<file path="config.mk">
export PLATFORM = sky130hd
export DESIGN_NAME = imuctf_merge
export DESIGN_NICKNAME = d
export VERILOG_FILES = /design/src/design/imuctf_pkg.sv /design/src/design/imuctf_merge.sv
export SDC_FILE = /design/constraint.sdc
export NUM_CORES = 1
export LEC_CHECK = 0
export BUFFER_PORTS_ARGS = -buffer_cell sky130_fd_sc_hd__buf_2
export CORE_MARGIN = 10
export CORE_UTILIZATION = 37
export CTS_CLUSTER_DIAMETER = 150
export DETAILED_ROUTE_END_ITERATION = 10
export PLACE_DENSITY_LB_ADDON = 0.1
export SLEW_MARGIN = 20
export SYNTH_ARGS = -nofsm -noshare
export SYNTH_HDL_FRONTEND = slang
export SYNTH_SLANG_ARGS = --single-unit
</file>
<file path="constraint.sdc">
create_clock -name clk -period 0.8 [get_ports clk]
set_clock_uncertainty 0.05 [all_clocks]
set_input_delay 0.08 -clock clk [delete_from_list [all_inputs] [get_ports clk]]
set_output_delay 0.08 -clock clk [all_outputs]
set_load 0.02 [all_outputs]
</file>
<file path="src/design/imuctf_pkg.sv">
package imuctf_pkg;

  localparam int CORDIC_STEPS = 16;
  localparam int FIX_STEPS    = 5;

  localparam logic [15:0]        WEIGHT_RESET = 16'd64881;
  localparam logic signed [24:0] HALF_TURN    = 25'sd11796480;
  localparam logic [13:0]        DIV_DIVISOR  = 14'd15625;
  localparam logic [20:0]        RECIP_MULT   = 21'd1099511;
  localparam logic signed [57:0] HALF_DENOM   = 58'sd16384000000;
  localparam logic signed [57:0] DIV_BIAS     = 58'sd16384000000;
  localparam logic signed [21:0] Q_OFFSET     = 22'sd1048576;

  typedef struct packed {
    logic               done;
    logic signed [16:0] angle;
  } lane_stat_t;

  function automatic logic [21:0] atan_q16(input logic [4:0] i);
    logic [21:0] v;
    case (i)
      5'd0:  v = 22'd2949120;
      5'd1:  v = 22'd1740967;
      5'd2:  v = 22'd919879;
      5'd3:  v = 22'd466945;
      5'd4:  v = 22'd234379;
      5'd5:  v = 22'd117304;
      5'd6:  v = 22'd58666;
      5'd7:  v = 22'd29335;
      5'd8:  v = 22'd14668;
      5'd9:  v = 22'd7334;
      5'd10: v = 22'd3667;
      5'd11: v = 22'd1833;
      5'd12: v = 22'd917;
      5'd13: v = 22'd458;
      5'd14: v = 22'd229;
      5'd15: v = 22'd115;
      5'd16: v = 22'd57;
      5'd17: v = 22'd29;
      5'd18: v = 22'd14;
      5'd19: v = 22'd7;
      5'd20: v = 22'd4;
      5'd21: v = 22'd2;
      5'd22: v = 22'd1;
      default: v = 22'd0;
    endcase
    return v;
  endfunction

  function automatic logic signed [16:0] sat_angle(input logic signed [21:0] v);
    logic signed [16:0] r;
    if (v > 22'sd65535) begin
      r = 17'sd65535;
    end else if (v < -22'sd65536) begin
      r = -17'sd65536;
    end else begin
      r = v[16:0];
    end
    return r;
  endfunction

endpackage

</file>
<file path="src/design/imuctf_merge.sv">
module imuctf_merge (
  input  logic               clk,
  input  logic               rst_n,
  input  logic               load,
  input  logic signed [16:0] roll_in,
  input  logic signed [16:0] pitch_in,
  input  logic               out_ready,
  output logic               out_valid,
  output logic signed [16:0] roll_out,
  output logic signed [16:0] pitch_out,
  output logic               seeded,
  output logic signed [16:0] roll_prev,
  output logic signed [16:0] pitch_prev
);
  import imuctf_pkg::*;

  logic               valid_r, seeded_r;
  logic signed [16:0] roll_r, pitch_r;

  always_ff @(posedge clk) begin
    if (!rst_n) begin
      valid_r  <= 1'b0;
      seeded_r <= 1'b0;
      roll_r   <= '0;
      pitch_r  <= '0;
    end else begin
      if (load) begin
        valid_r  <= 1'b1;
        seeded_r <= 1'b1;
        roll_r   <= roll_in;
        pitch_r  <= pitch_in;
      end else if (out_ready) begin
        valid_r <= 1'b0;
      end
    end
  end

  assign out_valid  = valid_r;
  assign roll_out   = roll_r;
  assign pitch_out  = pitch_r;
  assign seeded     = seeded_r;
  assign roll_prev  = roll_r;
  assign pitch_prev = pitch_r;

endmodule

</file>
==> Word level (Yosys, flattened, before mapping) <==
Cells that the tools add are included.
{ "totals": {"register_bits": 36, "latch_bits": 0, "ramBits": 0, "mem_bits_ro": 0, "in_bits": 38, "out_inout_bits": 70, "mem_count": 0} }
{ "op_classes": {"add_sub_neg": 0, "mul": 0, "div": 0, "n_lt_le_gt_ge": 0, "n_eq_ne": 0, "shift": 0, "n_mux": 2, "n_bitwise": 0, "reduce_logical": 1} }
{ "op_table": {"columns": ["op", "n"], "rows": [
  ["$mux 1", 2],
  ["$reduce_bool 2->1", 1]
]} }

==> Longest topological paths before layout <==
Gate-level depths: netlist of run 1.
{ "depth": {"depth_word": 2, "mapped_depth": 4, "ltp_nobuf": 2} }

==> Worst setup path after synthesis of run 1 <==
Ideal clock, no wire load.
{ "synth_path": {"kind": "register to register", "start": "reg, netlist name out_valid", "end": "reg valid_r (netlist: out_valid)", "setup_time_ns": 0.115, "t_arrival_ns": 0.643, "t_required_ns": 0.635, "path_slack_ns": -0.007, "path_stages_with_launch": 3, "path_buffers": 0, "period_less_slack_ns": 0.807, "path_cell_list": "dfxtp_1 -> nor2b_1 -> o21a_1"} }
{ "synth_rtl": {"columns": ["element", "line_no", "text"], "rows": [
  ["end signal: assignment", "imuctf_merge.sv:22", "valid_r <= 1'b0;"],
  ["end signal: assignment", "imuctf_merge.sv:28", "valid_r <= 1'b1;"],
  ["end signal: assignment", "imuctf_merge.sv:33", "valid_r <= 1'b0;"],
  ["end: declaration", "imuctf_merge.sv:17", "logic valid_r, seeded_r;"]
]} }

==> Final worst setup path of run 1 <==
{ "layout_path": {"start": "reg roll_r[10] (netlist: roll_out[10])", "end": "out roll_out[10]"} }
{ "layout_rtl": {"columns": ["element", "line_no", "text"], "rows": [
  ["start: declaration", "imuctf_merge.sv:18", "logic signed [16:0] roll_r, pitch_r;"],
  ["start signal: assignment", "imuctf_merge.sv:30", "roll_r <= roll_in;"],
  ["end: declaration", "imuctf_merge.sv:9", "output logic signed [16:0] roll_out,"]
]} }
No word-level cell between the ends.

==> results by group, run 1 <==
Route
  • Avg WL per Cell: 16.3 µm
  • Starting DRC count in detailed routing: 29
  • Remaining DRCs: 0
  • Vias per inst: 4.32
  • Routed Wire Length: 4740 µm
  • DR pass1 iterations: 2
  • Vias: 1257
  • Antenna Violating Nets Remaining: 0

Worst setup path
  • Setup Crit Path Kind: reg -> out
  • Worst Path Max Fanout: 3
  • Largest stage delay, worst path: 0.37 ns
  • Critical Path RT: 0.67 ns
  • Crit-path cells: buf_6
  • Reg2Reg Setup Slack: -0.03 ns
  • Crit path arrival time: 0.78 ns
  • Slowest-stage cell, CP: dfxtp_2
  • Worst setup SP type: register
  • Crit. End Element: primary output
  • CP top delay family: flip-flops
  • Worst Path Buf+Inv: 1

Floorplan
  • Num ports: 108
  • Die ar.: 0.00747 mm²
  • Starting Density: 37.8%
  • FP Rows: 24
  • DIE HEIGHT: 86.4 µm
  • Core area: 0.00432 mm²
  • Die width: 86.4 µm

STA
  • Max Slew Vio Count: 0
  • Final setup viols: 72
  • Final period util: 114%
  • RSZ-0062 raised after global routing: true
  • Setup WS post-layout: -0.113 ns
  • Worst-margin pin slew: 0.499 ns
  • Relative slew slack: 66.7%
  • Final hold violation count: 0
  • F_max: 1090 MHz
  • Final min period: 0.913 ns

Status
  • Status: finished with violations
  • Failing checks: setup timing

Clock tree
  • Worst-skew pair later-pin latency: 0.29 ns
  • Clock Sinks: 36
  • CTS tree: done
  • Cts bufs inserted: 5
  • Clk pin slew, worst setup/hold paths: 0.07 ns
  • Root Buffer: clkbuf_8
  • Clock buffer depth: 2
  • H-tree lvl count: 2

Final layout
  • Most frequent cells in the layout: 67 x buf_6, 35 x nor2b_1, 34 x mux2i_1, 31 x dfxtp_2, 30 x buf_2
  • Final Net Count: 276
  • Final Non-Filler Cells: 291
  • Antenna diodes: 0
  • Most common cell after layout, fill and taps aside: buf_6
  • Area growth from synthesis to layout: 66.7%
  • # fillers: 331
  • Layout cells sized above 1: 61.9%
  • Final instance area: 0.00272 mm²

Pwr
  • Net Switching: 1.27 mW
  • Clock power share: 32.8%
  • Share of power burned in registers: 42.9%
  • Logic pwr share: 24.3%
  • Leak pwr: 1.35 nW
  • Switch share: 26.7%
  • Int Pwr: 3.48 mW
  • Peak VDD IR: 1120 µV
  • Power density cells: 1740 mW/mm²
  • Overall Power: 4.75 mW

Min path
  • Worst min path class: in -> reg

Logic synthesis
  • Cell count after synthesis: 148
  • Synth area leader: dfxtp_1
  • Syn Std Cell Area: 0.00163 mm²
  • Sequential share of the synthesized area: 44.1%
  • #FFs+latches synth: 36
  • Top-area cell type share of the netlist area: 44.1%
  • Synth top area cells: dfxtp_1 44%, mux2i_1 21%, buf_4 16%, nor2b_1 13%, buf_12 3.7%
  • Average size of a mapped cell: 11.0 µm²
  • Ys Warns: 0
  • Yosys cell types: 8
  • Total nets after synthesis: 186

Placement
  • Gp weighted congestion: 0.701
  • # port buffers: 107
  • Post-DP HPWL: 3260 µm
  • Placed cells: 268
  • Placed Area: 0.00194 mm²

GRT
  • Gr usage total: 12.6%
  • Largest net degree at the start of global routing: 37
  • First-pass GRT wire length: 7560 µm
  • Remaining global-route overflow: 0
  • Vias in the first global route: 1435
  • Initial antenna violation count: 0

Flow run
  • Max Cap Violations: 0
==> registers in the layout, summed over array words and instances, names as in the netlist <==
register	count
out_valid	1
pitch_out	17
roll_out	17
seeded	1
==> stage by stage <==
step                      util (%)  setup TNS, ns  hold slack [ns]  setup WS, ns
after detailed placement      44.8          -1.30            0.298       -0.0568
after global placement        44.8         -0.613            0.285       -0.0342
final                         63.0          -6.87          0.00679        -0.113
after floorplan                  -              0            0.158        0.0252
after global routing          63.0          -9.37          0.00133        -0.149
after CTS                     62.6          -7.83         0.000749        -0.132
==> worst register-to-register path, cell delays in order (launching register included) <==
cell	delay (ns)
dfxtp_4	0.36
buf_6	0.11
mux2i_1	0.13
nor2b_1	0.07
==> what timing repair did <==
item / in CTS / in global routing
gates cloned: 0 / 0
setup endpoints to repair: 70 / 87
gates resized for setup: 167 / 17
setup buffers: 3 / 0
hold buffers: 19 / 0
hold endpoints to repair: 19 / 0
==> kinds of logic after synthesis <==
| group | Yosys count | synth area share [%] |
|---|---|---|
| compound gates | 2 | 0.919 |
| buf+inv | 41 | 20.7 |
| simple gates | 35 | 13.4 |
| flops | 36 | 44.1 |
| mux | 34 | 20.8 |
==> per-layer routing <==
metal  up-vias  wire, µm  track usage (%)
met5         -         0                0
met1       566      1740             12.9
met4         0        62             3.98
met3         6       505             6.85
li1        621         -                -
met2        64      2430             21.7
==> final cells by class <==
| cell class | count | area, µm² | area share, % |
|---|---|---|---|
| flip-flops and latches | 36 | 778 | 28.6 |
| repair buffers | 124 | 1200 | 44.0 |
| clock buffers | 6 | 72.6 | 2.67 |
| multi-input cells | 71 | 574 | 21.1 |
| clock inverters | 2 | 35.0 | 1.29 |
| well taps | 52 | 65.1 | 2.39 |
==> path summary, 6_finish.rpt <==
| path | startpoint | to | cells after the start |
|---|---|---|---|
| hold / removal | pitch_in[3] | pitch_out[3]$_SDFFE_PN0P_ | 3 |
| setup reg to reg | roll_out[11]$_SDFFE_PN0P_ | roll_out[11]$_SDFFE_PN0P_ | 3 |
| hold reg to reg | seeded$_SDFFE_PN0P_ | seeded$_SDFFE_PN0P_ | 1 |
| setup / recovery | roll_out[10]$_SDFFE_PN0P_ | roll_out[10] | 1 |
==> power groups by stage <==
stage / clock [mW] / combinational, mW / sequential [mW]
after CTS: 1.62 / 1.16 / 2.04
after global placement: 0 / 0.846 / 2.01
after detailed placement: 0 / 0.855 / 2.01
after global routing: 1.70 / 1.23 / 2.05
final: 1.56 / 1.15 / 2.04
after floorplan: 0 / 0.526 / 2.14
==> cells in the mapped netlist <==
library cell and number:
nor2b_1 35, buf_6 1, buf_4 34, clkbuf_1 3, dfxtp_1 36, o21a_1 2, mux2i_1 34, buf_12 3
Power figures use the tool's default switching activity.
==> run 2: changes to the inputs <==
--- a/config.mk
+++ b/config.mk
@@ -10,6 +10,7 @@
 export CORE_UTILIZATION = 37
 export CTS_CLUSTER_DIAMETER = 150
 export DETAILED_ROUTE_END_ITERATION = 10
+export MAX_ROUTING_LAYER = met4
 export PLACE_DENSITY_LB_ADDON = 0.1
 export SLEW_MARGIN = 20
 export SYNTH_ARGS = -nofsm -noshare
==> run 2 against run 1 <==
Net effect:
- the run still ends with setup timing left
- cell count is 0.34% higher
- first-iteration DRC count rose by 31%
- sequential share of layout area decreased by 0.12 points
- routed wire length rose by 0.51%
- clock power about the same
- global-route usage increased by 0.38 points
==> results by group, run 2 (same netlist as run 1, synthesis figures left out) <==
Clock tree
  • Cts bufs inserted: 5
  • Clock Sinks: 36
  • Worst-skew pair later-pin latency: 0.29 ns
  • Clk pin slew, worst setup/hold paths: 0.07 ns
  • Root Buffer: clkbuf_8
  • H-tree lvl count: 2
  • CTS tree: done
  • Clock buffer depth: 2

Route
  • DR pass1 iterations: 3
  • Remaining DRCs: 0
  • Vias: 1270
  • Antenna Violating Nets Remaining: 0
  • Routed Wire Length: 4770 µm
  • Starting DRC count in detailed routing: 38
  • Avg WL per Cell: 16.3 µm
  • Vias per inst: 4.35

Floorplan
  • DIE HEIGHT: 86.4 µm
  • Die ar.: 0.00747 mm²
  • Core area: 0.00432 mm²
  • FP Rows: 24
  • Starting Density: 37.8%
  • Num ports: 108
  • Die width: 86.4 µm

Final layout
  • # fillers: 327
  • Area growth from synthesis to layout: 68.0%
  • Final Net Count: 277
  • Layout cells sized above 1: 61.7%
  • Most frequent cells in the layout: 69 x buf_6, 35 x nor2b_1, 34 x mux2i_1, 30 x buf_2, 30 x dfxtp_2
  • Most common cell after layout, fill and taps aside: buf_6
  • Antenna diodes: 0
  • Final instance area: 0.00274 mm²
  • Final core utilization: 63.4%

Worst setup path
  • Setup crit start: pitch_out[14]$_SDFFE_PN0P_
  • Reg2reg start: roll_out[11]$_SDFFE_PN0P_
  • Crit. End Element: primary output
  • CP top delay family: flip-flops
  • Crit path arrival time: 0.78 ns
  • Worst Path Buf+Inv: 1
  • Largest stage delay, worst path: 0.37 ns
  • CP Capture Point: pitch_out[14]
  • Crit path depth: 1
  • Crit-path cells: buf_6
  • Slowest-stage cell, CP: dfxtp_2
  • RR Endpoint: roll_out[11]$_SDFFE_PN0P_
  • Setup Crit Path Kind: reg -> out
  • Critical Path RT: 0.67 ns
  • Worst Path Max Fanout: 3
  • Worst setup SP type: register
  • FF-to-FF path depth: 3
  • Reg2Reg Setup Slack: -0.03 ns

STA
  • WHS: 0.00769 ns
  • Final hold violation count: 0
  • Final setup viols: 72
  • Relative slew slack: 66.6%
  • Setup WS post-layout: -0.114 ns
  • Final period util: 114%
  • Worst-margin pin slew: 0.501 ns
  • F_max: 1090 MHz
  • RSZ-0062 raised after global routing: true
  • Max Slew Vio Count: 0
  • Final min period: 0.914 ns

Pwr
  • Net Switching: 1.27 mW
  • Peak VDD IR: 1120 µV
  • Share of power burned in registers: 42.8%
  • Clock power share: 32.8%
  • Overall Power: 4.76 mW
  • Power density cells: 1730 mW/mm²
  • Int Pwr: 3.49 mW
  • Logic pwr share: 24.4%
  • Leak pwr: 1.36 nW
  • Switch share: 26.7%

Placement
  • Post-Place Worst Slack: -0.0568 ns
  • # port buffers: 107
  • Placed Area: 0.00194 mm²
  • Gp weighted congestion: 0.709
  • Post-DP HPWL: 3260 µm

GRT
  • Gr usage total: 13.0%
  • Vias in the first global route: 1435
  • Remaining global-route overflow: 0
  • First-pass GRT wire length: 7530 µm
  • Initial antenna violation count: 0
  • Largest net degree at the start of global routing: 37

Status
  • Status: finished with violations
  • Failing checks: setup timing

Min path
  • Start point of the worst hold path: pitch_in[16]
  • Worst min path class: in -> reg

Flow run
  • Max Cap Violations: 0
-- run 2: worst min-delay path by stage --
| stage | slack (ns) | cells past startpoint | to |
|---|---|---|---|
| after CTS | 0.0007 | 3 | pitch_out[16]$_SDFFE_PN0P_ |
| after global placement | 0.29 | 3 | pitch_out[1]$_SDFFE_PN0P_ |
| after global routing | 0.004 | 3 | pitch_out[8]$_SDFFE_PN0P_ |
| after detailed placement | 0.30 | 3 | roll_out[4]$_SDFFE_PN0P_ |
| after floorplan | 0.16 | 1 | pitch_out[0]$_SDFFE_PN0P_ |
| final | 0.008 | 3 | pitch_out[16]$_SDFFE_PN0P_ |
-- run 2: timing repair --
item,4_1_cts,5_1_grt
buffers inserted,3,0
endpoints found under the hold margin,19,1
pin swaps,0,0
gates resized for setup,167,20
setup endpoints to repair,70,87
hold buffers,19,1
-- run 2: through the flow --
stage | std cells | TNS, ns
6_report | 292 | -6.88
3_3_place_gp | 268 | -0.613
3_5_place_dp | 268 | -1.30
5_1_grt | 292 | -9.39
2_1_floorplan | 148 | 0
4_1_cts | 298 | -7.83
-- run 2: cell type report --
| cell class | instances | area, µm² | share of cell area (%) |
|---|---|---|---|
| Clock buffer | 6 | 72.6 | 2.65 |
| Timing Repair Buffer | 125 | 1210 | 44.3 |
| Multi-Input combinational cell | 71 | 574 | 20.9 |
| Clock inverter | 2 | 35.0 | 1.28 |
| Tap cell | 52 | 65.1 | 2.37 |
| Sequential cell | 36 | 781 | 28.5 |
-- run 2: power groups by stage --
| stage | sequential, mW | combinational (mW) | clock [mW] |
|---|---|---|---|
| 6_report | 2.04 | 1.16 | 1.56 |
| 5_1_grt | 2.05 | 1.24 | 1.70 |
| 4_1_cts | 2.04 | 1.16 | 1.62 |
| 3_5_place_dp | 2.01 | 0.855 | 0 |
| 3_3_place_gp | 2.01 | 0.846 | 0 |
| 2_1_floorplan | 2.14 | 0.526 | 0 |
-- run 2: per-layer routing --
layer	track usage [%]	part of all wire (%)	up-vias
met5	-	0	-
met4	3.98	0.96	0
met3	6.19	9.2	4
met2	21.5	52	66
met1	13.5	38	576
li1	-	-	624
==> run 3: changes to the inputs <==
--- a/config.mk
+++ b/config.mk
@@ -11,7 +11,7 @@
 export CTS_CLUSTER_DIAMETER = 150
 export DETAILED_ROUTE_END_ITERATION = 10
 export MAX_ROUTING_LAYER = met4
-export PLACE_DENSITY_LB_ADDON = 0.1
+export PLACE_DENSITY = 0.75
 export SLEW_MARGIN = 20
 export SYNTH_ARGS = -nofsm -noshare
 export SYNTH_HDL_FRONTEND = slang
==> run 3 against run 2 <==
Net effect:
- the flow still finishes with violations (setup timing)
- sequential power is essentially flat
- global-route usage decreased by 0.78 points
- via count down 0.71%
- critical path type unchanged
==> results by group, run 3 (same netlist as run 1, synthesis figures left out) <==
Status
  • Status: finished with violations
  • Failing checks: setup timing

Clock tree
  • CTS tree: done
  • Cts bufs inserted: 5
  • H-tree lvl count: 2
  • Clock Sinks: 36
  • Clock buffer depth: 2
  • Clk pin slew, worst setup/hold paths: 0.07 ns
  • Root Buffer: clkbuf_8
  • Worst-skew pair later-pin latency: 0.28 ns

Final layout
  • # fillers: 351
  • Antenna diodes: 0
  • Register area: 796 µm²
  • Most frequent cells in the layout: 69 x buf_6, 35 x nor2b_1, 35 x buf_2, 33 x mux2i_1, 24 x dfxtp_2
  • Most common cell after layout, fill and taps aside: buf_6
  • Multi-input logic area: 578 µm²
  • Layout cells sized above 1: 66.7%
  • Final Net Count: 268
  • Area growth from synthesis to layout: 62.5%

GRT
  • First-pass GRT wire length: 7150 µm
  • Vias in the first global route: 1375
  • Largest net degree at the start of global routing: 37
  • Gr usage total: 12.2%
  • Initial antenna violation count: 0
  • Remaining global-route overflow: 0

STA
  • Setup WS post-layout: -0.105 ns
  • RSZ-0062 raised after global routing: true
  • Final min period: 0.905 ns
  • F_max: 1100 MHz
  • Final setup viols: 71
  • TNS Setup: -6.27 ns
  • Final period util: 113%
  • Worst-margin pin slew: 0.500 ns
  • WHS: 0.00786 ns
  • Max Slew Vio Count: 0
  • Relative slew slack: 66.7%
  • Final hold violation count: 0

Worst setup path
  • CP top delay family: flip-flops
  • Reg2Reg Setup Slack: -0.04 ns
  • Setup Crit Path Kind: reg -> out
  • Critical Path RT: 0.67 ns
  • Worst setup SP type: register
  • Worst Path Max Fanout: 3
  • RR Endpoint: pitch_out[4]$_SDFFE_PN0P_
  • Crit. End Element: primary output
  • Slowest-stage cell, CP: dfxtp_2
  • Crit-path cells: buf_6
  • Crit path arrival time: 0.78 ns
  • Reg2reg start: pitch_out[4]$_SDFFE_PN0P_
  • FF-to-FF path depth: 3
  • Worst Path Buf+Inv: 1
  • Largest stage delay, worst path: 0.37 ns

Flow run
  • Max Cap Violations: 0

Placement
  • Post-Place Worst Slack: -0.0673 ns
  • # port buffers: 107
  • Gp weighted congestion: 0.726
  • Post-DP HPWL: 3070 µm

Min path
  • Hold depth: 3
  • Start point of the worst hold path: roll_in[12]
  • Worst min path class: in -> reg
  • WHS Endpoint: roll_out[12]$_SDFFE_PN0P_

Route
  • Antenna Violating Nets Remaining: 0
  • Starting DRC count in detailed routing: 19
  • Vias: 1261
  • Avg WL per Cell: 16.2 µm
  • DR pass1 iterations: 3
  • Remaining DRCs: 0
  • Vias per inst: 4.46
  • Routed Wire Length: 4590 µm

Pwr
  • Logic pwr share: 23.0%
  • Leak pwr: 1.27 nW
  • Peak VDD IR: 1090 µV
  • Net Switching: 1.24 mW
  • Clock power share: 35.3%
  • Power density cells: 1830 mW/mm²
  • Switch share: 25.6%
  • Int Pwr: 3.61 mW
  • Share of power burned in registers: 41.7%

Floorplan
  • Num ports: 108
  • Core area: 0.00432 mm²
  • Die width: 86.4 µm
  • Die ar.: 0.00747 mm²
  • DIE HEIGHT: 86.4 µm
  • Starting Density: 37.8%
  • FP Rows: 24
[run 3: changes by cell type in the layout (fill, tap and decap cells not counted), moves of 2 or more]
cell	change
dlygate4sd3_1	-7
dfxtp_2	-6
dfxtp_4	+6
dlymetal6s4s_1	-6
buf_2	+5
clkbuf_8	+2
[run 3: worst max-delay path by stage]
stage / startpoint / end / slack, ns / cells past startpoint
floorplan: out_valid$_SDFFE_PN0P_ / out_valid$_SDFFE_PN0P_ / 0.03 / 2
global route: roll_out[14]$_SDFFE_PN0P_ / roll_out[14] / -0.15 / 1
global placement: load / roll_out[0]$_SDFFE_PN0P_ / -0.04 / 4
detailed placement: load / roll_out[4]$_SDFFE_PN0P_ / -0.07 / 4
finish: roll_out[14]$_SDFFE_PN0P_ / roll_out[14] / -0.11 / 1
CTS: pitch_out[16]$_SDFFE_PN0P_ / pitch_out[16] / -0.12 / 1
[run 3: final cells by class]
class / count / area share (%)
clock buffer: 7 / 3.63
clock inverter: 1 / 1.13
multi-input combinational: 71 / 21.8
sequential: 36 / 30.0
tap: 52 / 2.45
timing repair buffer: 116 / 41.0
[run 3: through the flow]
step	cells	utilization (%)	total power, mW	instance area, µm²
after detailed placement	268	44.8	2.86	1940
final	283	61.3	4.85	2650
after CTS	283	59.4	4.90	2570
after global placement	268	44.8	2.85	1940
after floorplan	148	-	2.67	1630
after global routing	283	61.3	5.12	2650
[run 3: layer usage]
layer  share of wire [%]  vias to the layer above  wire length [µm]  global-route usage [%]
met5                   0                        -                 0                       -
met4               0.044                        0                 2                    3.98
met3                 8.6                        2               393                    5.35
met2                  58                       59              2650                    22.1
met1                  34                      594              1550                    11.3
li1                    -                      606                 -                       -
[run 3: repair_timing]
action | 4_1_cts | 5_1_grt
setup endpoints to repair | 70 | 75
hold buffers | 6 | 1
pin swaps | 0 | 0
setup buffers | 1 | 1
gates resized for setup | 163 | 25
endpoints found under the hold margin | 6 | 1
[run 3: power by group through the flow]
stage | clock network (mW) | logic (mW) | registers, mW
6_report | 1.71 | 1.12 | 2.02
5_1_grt | 1.89 | 1.19 | 2.04
4_1_cts | 1.77 | 1.09 | 2.04
3_5_place_dp | 0 | 0.850 | 2.01
3_3_place_gp | 0 | 0.839 | 2.01
2_1_floorplan | 0 | 0.526 | 2.14
